<file path="src/hw/rtl/dlbr_pkg.sv">
// Shared types, constants and helpers for the dynamic low band reducer.
// Used by dlbr_mul, dlbr_div and the top level dynamic_low_band_reducer.
package dlbr_pkg;

    // shared multiplier operand and product widths
    localparam int MUL_W  = 33;
    localparam int PROD_W = 2 * MUL_W;
    localparam int ACC_W  = 64;

    // activity divider widths
    localparam int NUM_W = 56;
    localparam int DEN_W = 55;
    localparam int Q_W   = 24;
    localparam int CNT_W = $clog2(Q_W);

    // Q0.24 constants (ONE_Q24 is 1.0 in Q1.24)
    localparam logic [23:0] DOM_LOW       = 24'd6375342;
    localparam logic [23:0] DOM_SPAN      = 24'd5704253;
    localparam logic [22:0] MAX_REDUCTION = 23'd7549747;
    localparam logic [24:0] ONE_Q24       = 25'd16777216;
    localparam logic [23:0] HALF_Q24      = 24'd8388608;

    // configuration register indexes
    typedef enum logic [2:0] {
        REG_B0         = 3'd0,
        REG_B1         = 3'd1,
        REG_B2         = 3'd2,
        REG_A1         = 3'd3,
        REG_A2         = 3'd4,
        REG_LOW_TIMES  = 3'd5,
        REG_WIDE_TIMES = 3'd6,
        REG_RED_TIMES  = 3'd7
    } t_reg_idx;

    // sequencer states
    typedef enum logic [3:0] {
        ST_IDLE,
        ST_BQ,
        ST_BQ_END,
        ST_ENV_M1,
        ST_ENV_M2,
        ST_ENV_FIN,
        ST_ACT_M1,
        ST_ACT_M2,
        ST_ACT_CHK,
        ST_DIV,
        ST_TGT_M,
        ST_TGT_FIN,
        ST_RED,
        ST_OUT
    } t_state;

    // 64-bit signed add that saturates instead of wrapping
    function automatic logic signed [ACC_W-1:0] f_sat_add(
        input logic signed [ACC_W-1:0] a,
        input logic signed [ACC_W-1:0] b
    );
        logic signed [ACC_W:0] s;
        s = {a[ACC_W-1], a} + {b[ACC_W-1], b};
        if (s[ACC_W] != s[ACC_W-1]) begin
            f_sat_add = s[ACC_W] ? {1'b1, {(ACC_W-1){1'b0}}} : {1'b0, {(ACC_W-1){1'b1}}};
        end else begin
            f_sat_add = s[ACC_W-1:0];
        end
    endfunction

endpackage

</file>
<file path="src/hw/rtl/dlbr_mul.sv">
// Shared signed multiplier with a registered product.
// Depends on dlbr_pkg for operand and product widths.
module dlbr_mul
    import dlbr_pkg::*;
(
    input  logic                     i_clk,
    input  logic signed [MUL_W-1:0]  i_a,
    input  logic signed [MUL_W-1:0]  i_b,
    output logic signed [PROD_W-1:0] o_prod
);

    logic signed [PROD_W-1:0] r_prod;

    // register every product
    always_ff @(posedge i_clk) begin
        r_prod <= i_a * i_b;
    end

    assign o_prod = r_prod;

endmodule

</file>
<file path="config.mk">
export PLATFORM = sky130hd
export DESIGN_NAME = dlbr_mul
export DESIGN_NICKNAME = d
export VERILOG_FILES = /design/src/hw/rtl/dlbr_pkg.sv /design/src/hw/rtl/dlbr_mul.sv
export SDC_FILE = /design/constraint.sdc
export NUM_CORES = 2
export LEC_CHECK = 0
export BUFFER_PORTS_ARGS = -buffer_cell sky130_fd_sc_hd__buf_2
export CORE_AREA = 2 2 289 291
export CTS_BUF_LIST = sky130_fd_sc_hd__clkbuf_4
export DETAILED_ROUTE_END_ITERATION = 16
export DIE_AREA = 0 0 291 293
export HOLD_SLACK_MARGIN = 0.1
export PLACE_DENSITY = 0.63
export SLEW_MARGIN = 0
export SYNTH_ARGS = -nofsm -noshare
export SYNTH_HDL_FRONTEND = slang
export SYNTH_SLANG_ARGS = --single-unit
</file>
<file path="constraint.sdc">
create_clock -name i_clk -period 14.6 [get_ports i_clk]
set_input_delay 1.46 -clock i_clk [delete_from_list [all_inputs] [get_ports i_clk]]
set_output_delay 1.46 -clock i_clk [all_outputs]
set_load 0.05 [all_outputs]
</file>
==> results.yml <==
die:
  coreArea_um2: 81800
  die_y_um: 293
  ios: 133
  rows: 105
  die_x_um: 291
  start_util_pct: 49.8
  dieArea_um2: 85300
yosys:
  synth_top_cell_by_area: "fa_1"
  synth_edf_count: 0
  synth_common_cells: "fa_1, inv_1, and2_1"
  ys_types: 80
  async_reset_ff_share_pct: 0
  syn_area_um2: 40700
  synthFlopType: "dfxtp_1"
  ys_ff_latch: 66
  synth_warnings: 0
  synth_nets: 5767
  yosysTopAreaCellShare_pct: 56.3
  ys_top_cells_by_area: "fa_1, inv_1, and2_1"
  yosysMostFrequentCell: "fa_1"
  synth_cells: 4338
  syn_avg_cell_area_um2: 9.39
  synth_sequential_area_ratio_pct: 3.24
worst_setup_path:
  cpMaxStageDelayCell: "fa_1"
  cp_max_fo: 33
  start_kind: "input pin"
  criticalPathCategory: "in2reg"
  path_cells: "buf_2 -> nand2_1 -> inv_1 -> fa_1 -> fa_1 -> fa_1 -> fa_1 -> fa_1 -> fa_1 -> fa_1 -> inv_1 -> fa_1 -> inv_1 -> ha_1 -> and2_1 -> and3_1 -> nand4_1 -> nor4_1 -> a21oi_4 -> or3b_1 -> nand3_1"
  slowest_delay_ns: 1.33
  arrival_ns: 9.65
  crit_path_end_kind: "flop"
  path_common_cell: "fa_1"
  cp.required_ns: 15.07
cells_and_area:
  largest_register_ffs: 66
  fin_util_pct: 51.5
  area_delta_synth_final_pct: 3.53
  fin_nets: 5707
  drive_gt1_share_pct: 4.74
clock_tree:
  htreeDepth: 3
  cts.sinks: 66
  postCtsHoldBufs: 0
  post_cts_buffers: 0
  clock_path_buffers: 2
  clkTransAtPathRegs_ns: 0.15
  cts_tree: "done"
  cts_buffers: 9
  ctsResizeCount: 0
  cts_root_buf: "clkbuf_4"
timing:
  slew_violations: 0
  period_share_pct: 62.9
  worst_pin_slew_ns: 1.11
  max_freq_mhz: 109
  fin_crit_ns: 9.18
  hold_viol_final: 0
  fin_tns_setup_ns: 0
  fin_ws_ns: 5.42
  relSlewSlack_pct: 26.0
  finalSetupViolCount: 0
  rsz0062_at_grt: "false"
placed_design:
  numPortBuffers: 132
  pre_cts_ws_ns: 4.86
  place_hpwl_um: 88300
  routabilityCongestion: 0.913
hold_path:
  worstHoldStart: "i_b[0]"
  hp-class: "in2reg"
  hold_depth: 2
  min_to: "o_prod[0]"
detailed_routing:
  drt_wl_total_um: 108000
  initialDrtViolationCount: 1364
  drc: 0
  dr_total_vias: 28300
  ant_nets: 0
  drt_pass1_iterations: 7
  wl_per_cell_um: 20.1
  viasPerCell: 5.28
global_route:
  track_usage_pct: 26.8
  busiest_layer: "met2"
  use_met3_pct: 3.09
  antenna_found_initial: 7
  grt_first_pass_wirelength_um: 175000
  grt_max_degree: 34
  grt_use_met2_pct: 48.8
  grt-ovfl-total: 0
  grt_pass1_vias: 31400
  use_met1_pct: 32.1
run:
  drv_cap: 0
status:
  status: "finished clean"
[placed cells by master (no fill, tap or decap), drive strengths merged, types with 33 or more instances in the layout]
master	synthesis	final
o21ai	33	33
nand2	551	551
inv	1131	1133
ha	217	217
and2	563	563
a21o	38	38
a21oi	61	61
buf	13	150
fa	1145	1145
xnor2	43	43
dfxtp	66	66
nor2	68	68
[worst max path at each step]
stage / to / start / cells past startpoint
detailed placement: o_prod[63] / i_a[32] / 21
floorplan: o_prod[62] / i_a[32] / 23
finish: o_prod[63] / i_a[32] / 21
CTS: o_prod[59] / i_a[32] / 21
global placement: o_prod[62] / i_a[32] / 22
global route: o_prod[59] / i_a[32] / 21
[logic make-up (layout without fill, tap and decap cells)]
group	Yosys count	in the layout	share of synthesized area, %
other	0	4	0
xor gates and xnor gates	68	68	1.46
DFF	66	66	3.24
AOI/OAI and AO/OA	219	219	4.07
buffers and inverters	1352	1297	12.5
and+or+nand+nor	1271	1271	15.8
adders and majority gates	1362	1362	62.9
[per-stage QoR]
step / instances / hold WS, ns / area [um2]
global placement: 5337 / 1.93 / 42000
finish: 5357 / 1.47 / 42200
CTS: 5353 / 1.39 / 42200
detailed placement: 5337 / 1.93 / 42000
floorplan: 4338 / 1.59 / 40700
global route: 5355 / 1.43 / 42200
[worst max-delay path: cells and delay by family]
kind	cells	cell delay, ns
AO/OA/AOI/OAI	1	0.19
adder cells (fa/ha/maj)	9	5.55
buffers and inverters	4	0.79
AND/OR/NAND/NOR	7	1.63
[metal layers]
| layer | routed length, um | share of wire (%) | vias up |
|---|---|---|---|
| met3 | 4870 | 4.5 | 205 |
| li1 | - | - | 12200 |
| met5 | 27 | 0.025 | - |
| met4 | 5170 | 4.8 | 4 |
| met1 | 40100 | 37 | 15200 |
| met2 | 57700 | 53 | 744 |
[area by class of cell]
| type | count | area (um2) |
|---|---|---|
| fillers | 7714 | 39700 |
| multi-input cells | 2920 | 34300 |
| inverters | 1131 | 4250 |
| well taps | 1070 | 1340 |
| flip-flops and latches | 66 | 1320 |
| repair buffers | 150 | 796 |
| clock inverters | 7 | 77.6 |
| clock buffers | 9 | 67.6 |
| diodes | 4 | 10.0 |
Power is not shown: default switching activity piles up to over one toggle a cycle in this logic, so the estimate is an artifact.
