File: src/hw/rtl/dlbr_pkg.sv
// Shared types, constants and helpers for the dynamic low band reducer.
// Used by dlbr_mul, dlbr_div and the top level dynamic_low_band_reducer.
package dlbr_pkg;

    // shared multiplier operand and product widths
    localparam int MUL_W  = 33;
    localparam int PROD_W = 2 * MUL_W;
    localparam int ACC_W  = 64;

    // activity divider widths
    localparam int NUM_W = 56;
    localparam int DEN_W = 55;
    localparam int Q_W   = 24;
    localparam int CNT_W = $clog2(Q_W);

    // Q0.24 constants (ONE_Q24 is 1.0 in Q1.24)
    localparam logic [23:0] DOM_LOW       = 24'd6375342;
    localparam logic [23:0] DOM_SPAN      = 24'd5704253;
    localparam logic [22:0] MAX_REDUCTION = 23'd7549747;
    localparam logic [24:0] ONE_Q24       = 25'd16777216;
    localparam logic [23:0] HALF_Q24      = 24'd8388608;

    // configuration register indexes
    typedef enum logic [2:0] {
        REG_B0         = 3'd0,
        REG_B1         = 3'd1,
        REG_B2         = 3'd2,
        REG_A1         = 3'd3,
        REG_A2         = 3'd4,
        REG_LOW_TIMES  = 3'd5,
        REG_WIDE_TIMES = 3'd6,
        REG_RED_TIMES  = 3'd7
    } t_reg_idx;

    // sequencer states
    typedef enum logic [3:0] {
        ST_IDLE,
        ST_BQ,
        ST_BQ_END,
        ST_ENV_M1,
        ST_ENV_M2,
        ST_ENV_FIN,
        ST_ACT_M1,
        ST_ACT_M2,
        ST_ACT_CHK,
        ST_DIV,
        ST_TGT_M,
        ST_TGT_FIN,
        ST_RED,
        ST_OUT
    } t_state;

    // 64-bit signed add that saturates instead of wrapping
    function automatic logic signed [ACC_W-1:0] f_sat_add(
        input logic signed [ACC_W-1:0] a,
        input logic signed [ACC_W-1:0] b
    );
        logic signed [ACC_W:0] s;
        s = {a[ACC_W-1], a} + {b[ACC_W-1], b};
        if (s[ACC_W] != s[ACC_W-1]) begin
            f_sat_add = s[ACC_W] ? {1'b1, {(ACC_W-1){1'b0}}} : {1'b0, {(ACC_W-1){1'b1}}};
        end else begin
            f_sat_add = s[ACC_W-1:0];
        end
    endfunction

endpackage

File: src/hw/rtl/dlbr_div.sv
// Restoring divider, one quotient bit per cycle, for the activity ratio.
// Depends on dlbr_pkg for widths; caller guarantees numerator below denominator.
module dlbr_div
    import dlbr_pkg::*;
(
    input  logic             i_clk,
    input  logic             i_rst_n,
    input  logic             i_start,
    input  logic [NUM_W-1:0] i_num,
    input  logic [DEN_W-1:0] i_den,
    output logic             o_done,
    output logic [Q_W-1:0]   o_quo
);

    logic [NUM_W:0]   r_rem;
    logic [DEN_W-1:0] r_den;
    logic [Q_W-1:0]   r_quo;
    logic [CNT_W-1:0] r_cnt;
    logic             r_busy;
    logic             r_done;
    logic [NUM_W:0]   shifted;
    logic [NUM_W:0]   den_ext;
    logic             ge;

    // shift in a zero and trial subtract
    always_comb begin
        shifted = {r_rem[NUM_W-1:0], 1'b0};
        den_ext = {{(NUM_W+1-DEN_W){1'b0}}, r_den};
        ge      = (shifted >= den_ext);
    end

    // control
    always_ff @(posedge i_clk) begin
        if (!i_rst_n) begin
            r_busy <= 1'b0;
            r_done <= 1'b0;
            r_cnt  <= '0;
        end else begin
            r_done <= 1'b0;
            if (i_start) begin
                r_busy <= 1'b1;
                r_cnt  <= CNT_W'(Q_W - 1);
            end else if (r_busy) begin
                if (r_cnt == '0) begin
                    r_busy <= 1'b0;
                    r_done <= 1'b1;
                end else begin
                    r_cnt <= r_cnt - 1'b1;
                end
            end
        end
    end

    // datapath
    always_ff @(posedge i_clk) begin
        if (i_start) begin
            r_rem <= {1'b0, i_num};
            r_den <= i_den;
            r_quo <= '0;
        end else if (r_busy) begin
            r_rem <= ge ? (shifted - den_ext) : shifted;
            r_quo <= {r_quo[Q_W-2:0], ge};
        end
    end

    assign o_done = r_done;
    assign o_quo  = r_quo;

endmodule

File: config.mk
export PLATFORM = sky130hd
export DESIGN_NAME = dlbr_div
export DESIGN_NICKNAME = d
export VERILOG_FILES = /design/src/hw/rtl/dlbr_pkg.sv /design/src/hw/rtl/dlbr_div.sv
export SDC_FILE = /design/constraint.sdc
export NUM_CORES = 1
export LEC_CHECK = 0
export BUFFER_PORTS_ARGS = -buffer_cell sky130_fd_sc_hd__buf_4
export CAP_MARGIN = 20
export CORE_ASPECT_RATIO = 1.1
export CORE_UTILIZATION = 25
export DETAILED_ROUTE_END_ITERATION = 10
export MAX_ROUTING_LAYER = met4
export PLACE_DENSITY = 0.5
export SLEW_MARGIN = 40
export SYNTH_ARGS = -nofsm -noshare
export SYNTH_HDL_FRONTEND = slang
export SYNTH_SLANG_ARGS = --single-unit
File: constraint.sdc
create_clock -name i_clk -period 10.1 [get_ports i_clk]
set_clock_uncertainty 0.1 [all_clocks]
set_input_delay 1.515 -clock i_clk [delete_from_list [all_inputs] [get_ports i_clk]]
set_output_delay 1.515 -clock i_clk [all_outputs]
set_load 0.01 [all_outputs]
==> run metrics, run 1 <==
power share of the sequential group=0.292; CP Data Required Time=around 10 ns; root buffer cell=clkbuf_16; gr usage total=0.143; count of buffers from port buffering=around 140; drt pass-1 iters=5; status=finished, final reports clean; syn_area_per_cell=9.43 sq um; Cells after DPL=about 1600; row cnt=73; static leakage=~4.6 nW; CTS max path bufs=2; WS Path Type=reg2reg; reg2reg setup slack=about 6 ns; area of the multi-input gates=4700 sq um; most common cell in the netlist=edfxtp_1; final worst slack=5.93 ns; WL final=about 25000 microns; Detail Placement HPWL=roughly 19000 microns; Switching Fraction=0.390; Critical Path AT=around 4.2 ns; Final Max Slew Viols=0; Core Area=~36000 sq um; peak supply drop=around 0.12 mV; DRC Markers=0; total CTS buffers=17; largest net degree at the start of global routing=79; clock power share=0.228; global-route wire length before repair=between 40000 and 50000 microns; Hold Buf Count CTS=0; Worst-Skew Late Latency=0.44 ns; I/O Pins=139; routed vias/inst=between 4 and 5; Fin. Hold Viols=0; fillers=roughly 3800; initial DRC count=409; Synth area leaders=edfxtp_1, ha_1, dfxtp_1; DIE HEIGHT=~200 microns; area share of the largest cell type after synthesis=0.365; Final Net Count=between 1000 and 1500; Antenna Nets Post-Route=0; total global routing overflow=0; final worst path period share=0.413; Max Cap Viol=0; Yosys reg bits=approximately 140; Worst Setup Start Kind=flop; crit path launch=r_rem[43]; vias in the first global route=7456; register area share after synthesis=0.433; Die W=approximately 180 microns; cell taking the most area after synthesis=edfxtp_1; wire length per cell=around 16 microns; share of layout cells above drive strength 1=0.185; Resize count post-CTS=0; final std cells w/o fill=between 1500 and 2000; Pint=approximately 1.8 mW; r2r endpoint=r_rem[19]; clock-pin slew on the worst setup and hold paths=~0.070 ns; die area=approximately 37000 sq um; crit end category=flop; Reg area=between 3000 and 4000 sq um; syn_nets=1140; combinational share of power=0.480; H-tree level count=4; endpoints failing setup=0; most frequent cells after synthesis=edfxtp_1, nand2_1, a21oi_1; Distinct cells, synth=63; Critical Path Sink=r_rem[19]; Post-synth EDFFs=roughly 110; DP Worst Slack=between 5 and 6 ns; initial antenna violation count=0; RSZ-0062 raised after global routing=false; ys flop type=edfxtp_1; pwr/cell area=approximately 260 nW/um^2; asr flop ratio synth=0; Reg-to-Reg Start=r_rem[43]; cells on worst reg2reg path=12; Worst-Margin Slew=around 0.77 ns; Net Switching=1.12 mW; number of synthesis warnings=0; Mapped Cells=968; min cycle time layout=4.17 ns; Area growth syn-to-layout=23.6%; Max-slew headroom=0.489; CTS tree=yes; Max Freq=240 MHz; number of post-CTS setup repair buffers=0; Total Neg Setup Slack=0 ns; mapped cell area=slightly above 9000 sq um; Hold Crit Class=reg2reg; initial core utilization=0.253; TritonCTS Sinks=between 100 and 150; CP max FO=75; Placer Congestion=0.875; Via Count=7412
## cell families after synthesis
| logic type | share of synthesized area |
|---|---|
| buf+inv | 0.0533 |
| mux | 0.0570 |
| simple gates | 0.127 |
| flops | 0.433 |
| xor+xnor | 0.0470 |
| fa+ha+maj | 0.0803 |
| compound gates | 0.202 |
## flip-flops by register name (all words and copies together), names as in the netlist
register  count
r_busy        1
r_cnt         5
r_den        55
r_rem        56
o_done        1
o_quo        24
## layout make-up
class,count,share of cell area
Clock buffer,26,0.0509
Sequential cell,142,0.351
Antenna cell,1,0.000222
Timing Repair Buffer,143,0.0966
Clock inverter,6,0.00355
Inverter,83,0.0276
Tap cell,487,0.0540
Multi-Input combinational cell,702,0.416
## worst max-delay path, cell delays in order, from the launching register on
cell	delay, ns
edfxtp_1	0.40
ha_1	0.43
a21oi_1	0.24
o31ai_1	0.15
a221o_1	0.34
a21o_1	0.17
a21oi_1	0.23
and3_1	0.21
a21bo_4	0.39
buf_4	0.62
nor2_1	0.11
a211oi_1	0.33
a21oi_1	0.07
## stage by stage
stage	cell area, sq um	hold slack, ns	power (mW)	utilization
finish	11300	0.406	2.88	0.313
CTS	11300	0.413	2.91	0.313
global placement	10600	0.381	2.22	0.295
detailed placement	10700	0.393	2.23	0.295
global route	11300	0.457	3.11	0.313
floorplan	9130	0.402	1.90	-
## layout by cell type (no fill, tap or decap), types with 4 or more instances in the layout
cell / synthesis / layout
xnor2_1: 37 / 37
nor2b_1: 5 / 5
inv_1: 82 / 82
xor2_1: 12 / 12
edfxtp_1: 111 / 111
o211ai_1: 18 / 18
a31oi_1: 9 / 9
and2_1: 7 / 7
buf_4: 0 / 141
and3_1: 12 / 12
nor3_1: 14 / 14
dfxtp_1: 31 / 31
nand4_1: 12 / 12
o21bai_1: 12 / 12
mux2i_1: 25 / 25
mux2_2: 24 / 24
o21a_1: 21 / 21
nand2_1: 92 / 92
nand2b_1: 4 / 4
o31ai_1: 5 / 5
a21oi_1: 87 / 87
o21ai_0: 66 / 66
or3_1: 5 / 5
nand3_1: 12 / 12
a21o_1: 23 / 23
ha_1: 57 / 57
a21boi_0: 6 / 6
clkbuf_16: 0 / 21
a211oi_1: 11 / 11
nor2_1: 79 / 79
o21ai_1: 4 / 4
## how the worst min path moves through the flow
stage,to,start,cells past startpoint
2_1_floorplan,r_busy,r_busy,2
3_3_place_gp,o_quo[23],o_quo[23],2
3_5_place_dp,o_quo[23],o_quo[23],2
4_1_cts,o_quo[23],o_quo[23],2
5_1_grt,o_quo[4],o_quo[4],2
6_report,o_quo[23],o_quo[23],2
## power groups by stage
stage | Sequential (mW) | Clock [mW] | Combinational, mW
floorplan | 0.833 | 0 | 1.07
global placement | 0.852 | 0 | 1.37
detailed placement | 0.852 | 0 | 1.38
CTS | 0.842 | 0.681 | 1.39
global route | 0.854 | 0.702 | 1.56
finish | 0.842 | 0.657 | 1.38
## per-layer routing
metal  up-vias  GRT usage  part of all wire
met2       153      0.222              0.47
li1       3752          -                 -
met3        25     0.0337             0.053
met5         -          -                 0
met1      3482      0.178              0.46
met4         0     0.0536             0.017
(Power assumes the default switching activity.)
==> inputs of run 2 (changes only) <==
PLACE_DENSITY = 0.51   (was 0.5)
clock period = 3.8 ns   (was 10.1 ns; I/O delays follow)
==> run 2 against run 1 <==
Compared with the run above:
- via count is 0.31% higher
- worst hold slack got worse by 0.20 ns
- critical endpoint is now r_rem[42]
- maximum frequency increased by 16%
- highest routed layer unchanged
- routed wire length grew 3.4%
- sequential share of layout area shrank 0.44 points
- critical path type unchanged
- clock power is 150% higher
==> run metrics, run 2 (same netlist as run 1, synthesis figures left out) <==
status=finished, final reports clean; total global routing overflow=0 (unchanged); static leakage=4.73 nW (+1.8%); pwr/cell area=681 nW/um^2 (+170%); Final Power=7.78 mW (+170%); endpoints failing setup=0 (unchanged); Final Net Count=1281 (+1.6%); Area growth syn-to-layout=25.1%; row cnt=73 (unchanged); Worst-Skew Late Latency=0.44 ns (about the same); cells on worst reg2reg path=12 (unchanged); Max Freq=278 MHz (+16%); I/O Pins=139 (unchanged); Antenna Nets Post-Route=0 (unchanged); final worst path period share=0.946 (+0.534); Worst path max stage delay=0.48 ns (-0.14 ns); r2r endpoint=r_rem[42]; WHS Endpoint=r_den[50]; fillers=3827 (+0.29%); number of flip-flops in the largest register=56 (unchanged); clock-pin slew on the worst setup and hold paths=0.07 ns (about the same); initial DRC count=498 (+22%); Max-slew headroom=0.485 (-0.00381); share of layout cells above drive strength 1=0.204 (+0.0190); WS Path Type=reg2reg; initial antenna violation count=1 (+1); Fin. Hold Viols=0 (unchanged); reg2reg setup slack=0.20 ns (-5.73 ns); hold-critical path depth=1 (-1); CTS tree=yes; total CTS buffers=17 (unchanged); root buffer cell=clkbuf_16; Max Cap Viol=0 (unchanged); vias in the first global route=7517 (+0.82%); register name with the most flops=r_rem; Placer Congestion=0.879 (+0.49%); DIE HEIGHT=202 microns (unchanged); RSZ-0062 raised after global routing=true; Detail Placement HPWL=19500 microns (+4.9%); Final Max Slew Viols=0 (unchanged); CP max FO=5 (-93%); routed vias/inst=4.62 (-0.94%); CP Data Required Time=3.98 ns (-6.19 ns); die area=37300 sq um (unchanged); H-tree level count=4 (unchanged); final worst slack=0.204 ns (-5.73 ns); count of buffers from port buffering=138 (unchanged); Reg area=3950 sq um (unchanged); commonest cells after routing, fill and taps aside=buf_4, edfxtp_1, nand2_1; initial core utilization=0.253 (unchanged); gr usage total=0.145 (+0.00197); Slowest cell on crit path=a2111oi_0; Hold Crit Class=in2reg; Via Count=7435 (+0.31%); largest net degree at the start of global routing=57 (-28%); critical-path cell list=inv_1 > fa_1 > and2b_1 > o2111ai_1 > a2111oi_0 > a211o_2 > o31ai_1 > a21oi_2 > a21o_1 > a311oi_1 > or3_1 > a32oi_1; drt pass-1 iters=5 (unchanged); WL final=26000 microns (+3.4%); min cycle time layout=3.60 ns (-0.573 ns); area of the multi-input gates=4720 sq um (+0.61%); CTS max path bufs=2 (unchanged); Worst Setup Start Kind=flop; TritonCTS Sinks=142 (unchanged); Critical Path AT=3.77 ns (-0.47 ns); crit end category=flop; Die W=184 microns (unchanged); Core Area=36100 sq um (unchanged); DP Worst Slack=0.119 ns (-5.75 ns); peak supply drop=0.276 mV (+130%); wire length per cell=16.1 microns (+2.2%); commonest non-fill, non-tap cell in the layout=buf_4; DRC Markers=0 (unchanged); Worst-Margin Slew=0.771 ns (+0.00458 ns); hold path start=i_den[50]; global-route wire length before repair=40600 microns (+1.1%); Reg-to-Reg Start=r_rem[0]
[run 2: timing repair]
action / in CTS / in global routing
hold buffers: 0 / 0
resized for setup: 0 / 6
hold endpoints to repair: 0 / 0
setup endpoints to repair: 0 / 36
setup buffers: 0 / 1
[run 2: layer usage]
layer,vias to the layer above,track usage,part of all wire
met5,-,-,0
met4,0,0.0455,0.016
met3,22,0.0335,0.047
met2,152,0.228,0.47
met1,3476,0.182,0.46
li1,3785,-,-
[run 2: worst max path at each step]
stage,startpoint,to,slack [ns],cells past startpoint
after floorplan,r_rem[0],r_rem[48],0.63,12
after global placement,r_rem[13],r_rem[26],0.18,11
after detailed placement,r_rem[0],r_rem[42],0.12,12
after CTS,r_rem[0],r_rem[42],0.05,12
after global routing,r_rem[0],r_rem[42],-0.002,12
final,r_rem[0],r_rem[42],0.20,12
[run 2: power by group]
group          internal [mW]  switching (mW)  total [mW]
clock                  0.886           0.729        1.61
sequential              2.08           0.165        2.24
combinational           1.69            2.24        3.93
total                   4.65            3.13        7.78
[run 2: final cells by class]
class                   instances  share of cell area
inverters                      83              0.0273
well taps                     487              0.0534
clock buffers                  19              0.0398
multi-input cells             703               0.414
flip-flops and latches        142               0.346
diodes                          1            0.000219
repair buffers                162               0.111
clock inverters                13             0.00855
[run 2: worst max-delay path: cells and delay by family (launching register included)]
kind | cells | cell delay [ns]
AOI/OAI and AO/OA | 8 | 1.86
adders and majority gates | 1 | 0.45
buffers and inverters | 1 | 0.07
DFF | 1 | 0.38
and+or+nand+nor | 2 | 0.57
[run 2: metrics by stage]
step	util	instances	cell area (sq um)	hold WS (ns)	TNS [ns]
global route	0.317	1610	11400	0.186	-0.00191
finish	0.317	1610	11400	0.205	0
global placement	0.300	1575	10800	0.380	0
floorplan	-	968	9130	0.402	0
CTS	0.315	1607	11400	0.184	0
detailed placement	0.300	1575	10800	0.389	0
==> inputs of run 3 (changes only) <==
SETUP_SLACK_MARGIN = 0.4   (was default)
==> run 3 against run 2 <==
Compared with the run above:
- critical path depth grew 2
- cell count is 1.6% higher
- sequential power about the same
- clock-buffer cell count did not move
- critical endpoint is now r_rem[7]
- largest cell class unchanged
- highest routed layer unchanged
==> run metrics, run 3 (same netlist as run 1, synthesis figures left out) <==
I/O Pins=139 (unchanged); wire length per cell=16.5 microns (+2.1%); Die W=184 microns (unchanged); count of buffers from port buffering=138 (unchanged); drt pass-1 iters=5 (unchanged); Max Freq=294 MHz (+5.7%); Total Neg Setup Slack=0 ns (unchanged); root buffer cell=clkbuf_16; Core Area=36100 sq um (unchanged); global-route wire length before repair=41400 microns (+2.0%); Max-slew headroom=0.458 (-0.0272); post-place instance area=10800 sq um (unchanged); H-tree level count=4 (unchanged); crit end category=flop; CP max FO=8 (+3); RSZ-0062 raised after global routing=true; CP most frequent cell=ha_4; endpoints failing setup=0 (unchanged); peak supply drop=0.279 mV (+1.2%); Final Net Count=1306 (+2.0%); WL final=26900 microns (+3.7%); routed vias/inst=4.67 (+1.2%); Slowest cell on crit path=or4_4; Worst path max stage delay=0.44 ns (-0.04 ns); Worst-Margin Slew=0.812 ns (+0.0408 ns); CTS max path bufs=2 (unchanged); initial antenna violation count=1 (unchanged); Non-Filler Cell Area, Final=12000 sq um (+5.1%); TritonCTS Sinks=142 (unchanged); initial DRC count=474 (-4.8%); largest net degree at the start of global routing=57 (unchanged); total CTS buffers=17 (unchanged); CTS tree=yes; Worst Setup Start Kind=flop; static leakage=4.93 nW (+4.4%); WP buf/inv=2 (+1); gr usage total=0.148 (+0.00334); clock-pin slew on the worst setup and hold paths=0.07 ns (about the same); final worst path period share=0.896 (-0.0507); Placer Congestion=0.879 (unchanged); Fin. Hold Viols=0 (unchanged); WS Path Type=reg2reg; Hold Crit Class=in2reg; crit-path leading delay family=simple AND/OR/NAND/NOR gates; min cycle time layout=3.40 ns (-0.193 ns); initial core utilization=0.253 (unchanged); Via Count=7639 (+2.7%); commonest non-fill, non-tap cell in the layout=buf_4; Area growth syn-to-layout=31.5%; DRC Markers=0 (unchanged); die area=37300 sq um (unchanged); register name with the most flops=r_rem; critical-path cell list=buf_6 > ha_4 > ha_4 > nand4_1 > or4_4 > nor3_4 > nand4b_1 > o21a_1 > o21ai_2 > a21bo_4 > buf_12 > nand2_1 > o21ai_0 > mux2_2; commonest cells after routing, fill and taps aside=buf_4, edfxtp_1, nand2_1; status=finished, final reports clean; share of layout cells above drive strength 1=0.271 (+0.0670); total global routing overflow=0 (unchanged); Antenna Nets Post-Route=0 (unchanged); DIE HEIGHT=202 microns (unchanged); number of flip-flops in the largest register=56 (unchanged); Final Max Slew Viols=0 (unchanged); row cnt=73 (unchanged); pwr/cell area=694 nW/um^2 (+1.8%); Critical Path AT=3.48 ns (-0.29 ns); Hold Buf Count CTS=0 (unchanged); CP Data Required Time=3.88 ns (-0.10 ns); Worst-Skew Late Latency=0.44 ns (about the same); Max Cap Viol=0 (unchanged); vias in the first global route=7616 (+1.3%); Detail Placement HPWL=19500 microns (unchanged)
run 3: changes by cell type in the layout (fill, tap and decap cells not counted), sizes merged:
cell / before / now
buf: 162 / 183
clkbuf: 19 / 22
a21bo: 2 / 3
run 3: what timing repair did:
action,CTS,global route
cloned,1,5
setup buffers,10,11
gates resized for setup,24,76
pin swaps,8,17
setup endpoints to repair,53,54
run 3: path summary, 6_finish.rpt:
kind | start | endpoint | slack (ns) | depth (start not counted)
worst max-delay path | r_rem[0] | r_rem[7] | 0.40 | 14
worst min-delay path | i_den[50] | r_den[50] | 0.21 | 1
worst max register to register | r_rem[0] | r_rem[7] | 0.40 | 14
worst min register to register | o_quo[23] | o_quo[23] | 0.40 | 2
run 3: layout make-up:
type,count,area [sq um]
clock inverters,13,97.6
repair buffers,186,1540
clock buffers,19,454
flip-flops and latches,142,3950
diodes,1,2.50
inverters,83,312
multi-input cells,704,5040
fillers,3775,24100
well taps,487,609
run 3: through the flow:
step	util	total power [mW]	std cells	hold slack [ns]	worst slack (ns)
after detailed placement	0.300	6.13	1575	0.389	0.119
after global placement	0.300	6.14	1575	0.380	0.183
after floorplan	-	5.05	968	0.402	0.628
final	0.333	8.33	1635	0.206	0.396
after CTS	0.321	7.97	1618	0.184	0.386
after global routing	0.333	8.91	1635	0.186	0.238
run 3: power breakdown:
part | total [mW] | leakage (nW) | switching, mW | internal (mW)
logic | 4.45 | 3.30 | 2.44 | 2.01
registers | 2.26 | 1.35 | 0.184 | 2.08
clock network | 1.62 | 0.280 | 0.733 | 0.886
run 3: metal layers:
layer | share of wire | GRT usage | up-vias
met5 | 0 | - | -
met4 | 0.017 | 0.0461 | 0
met3 | 0.051 | 0.0335 | 27
met2 | 0.47 | 0.236 | 182
met1 | 0.46 | 0.185 | 3588
li1 | - | - | 3842
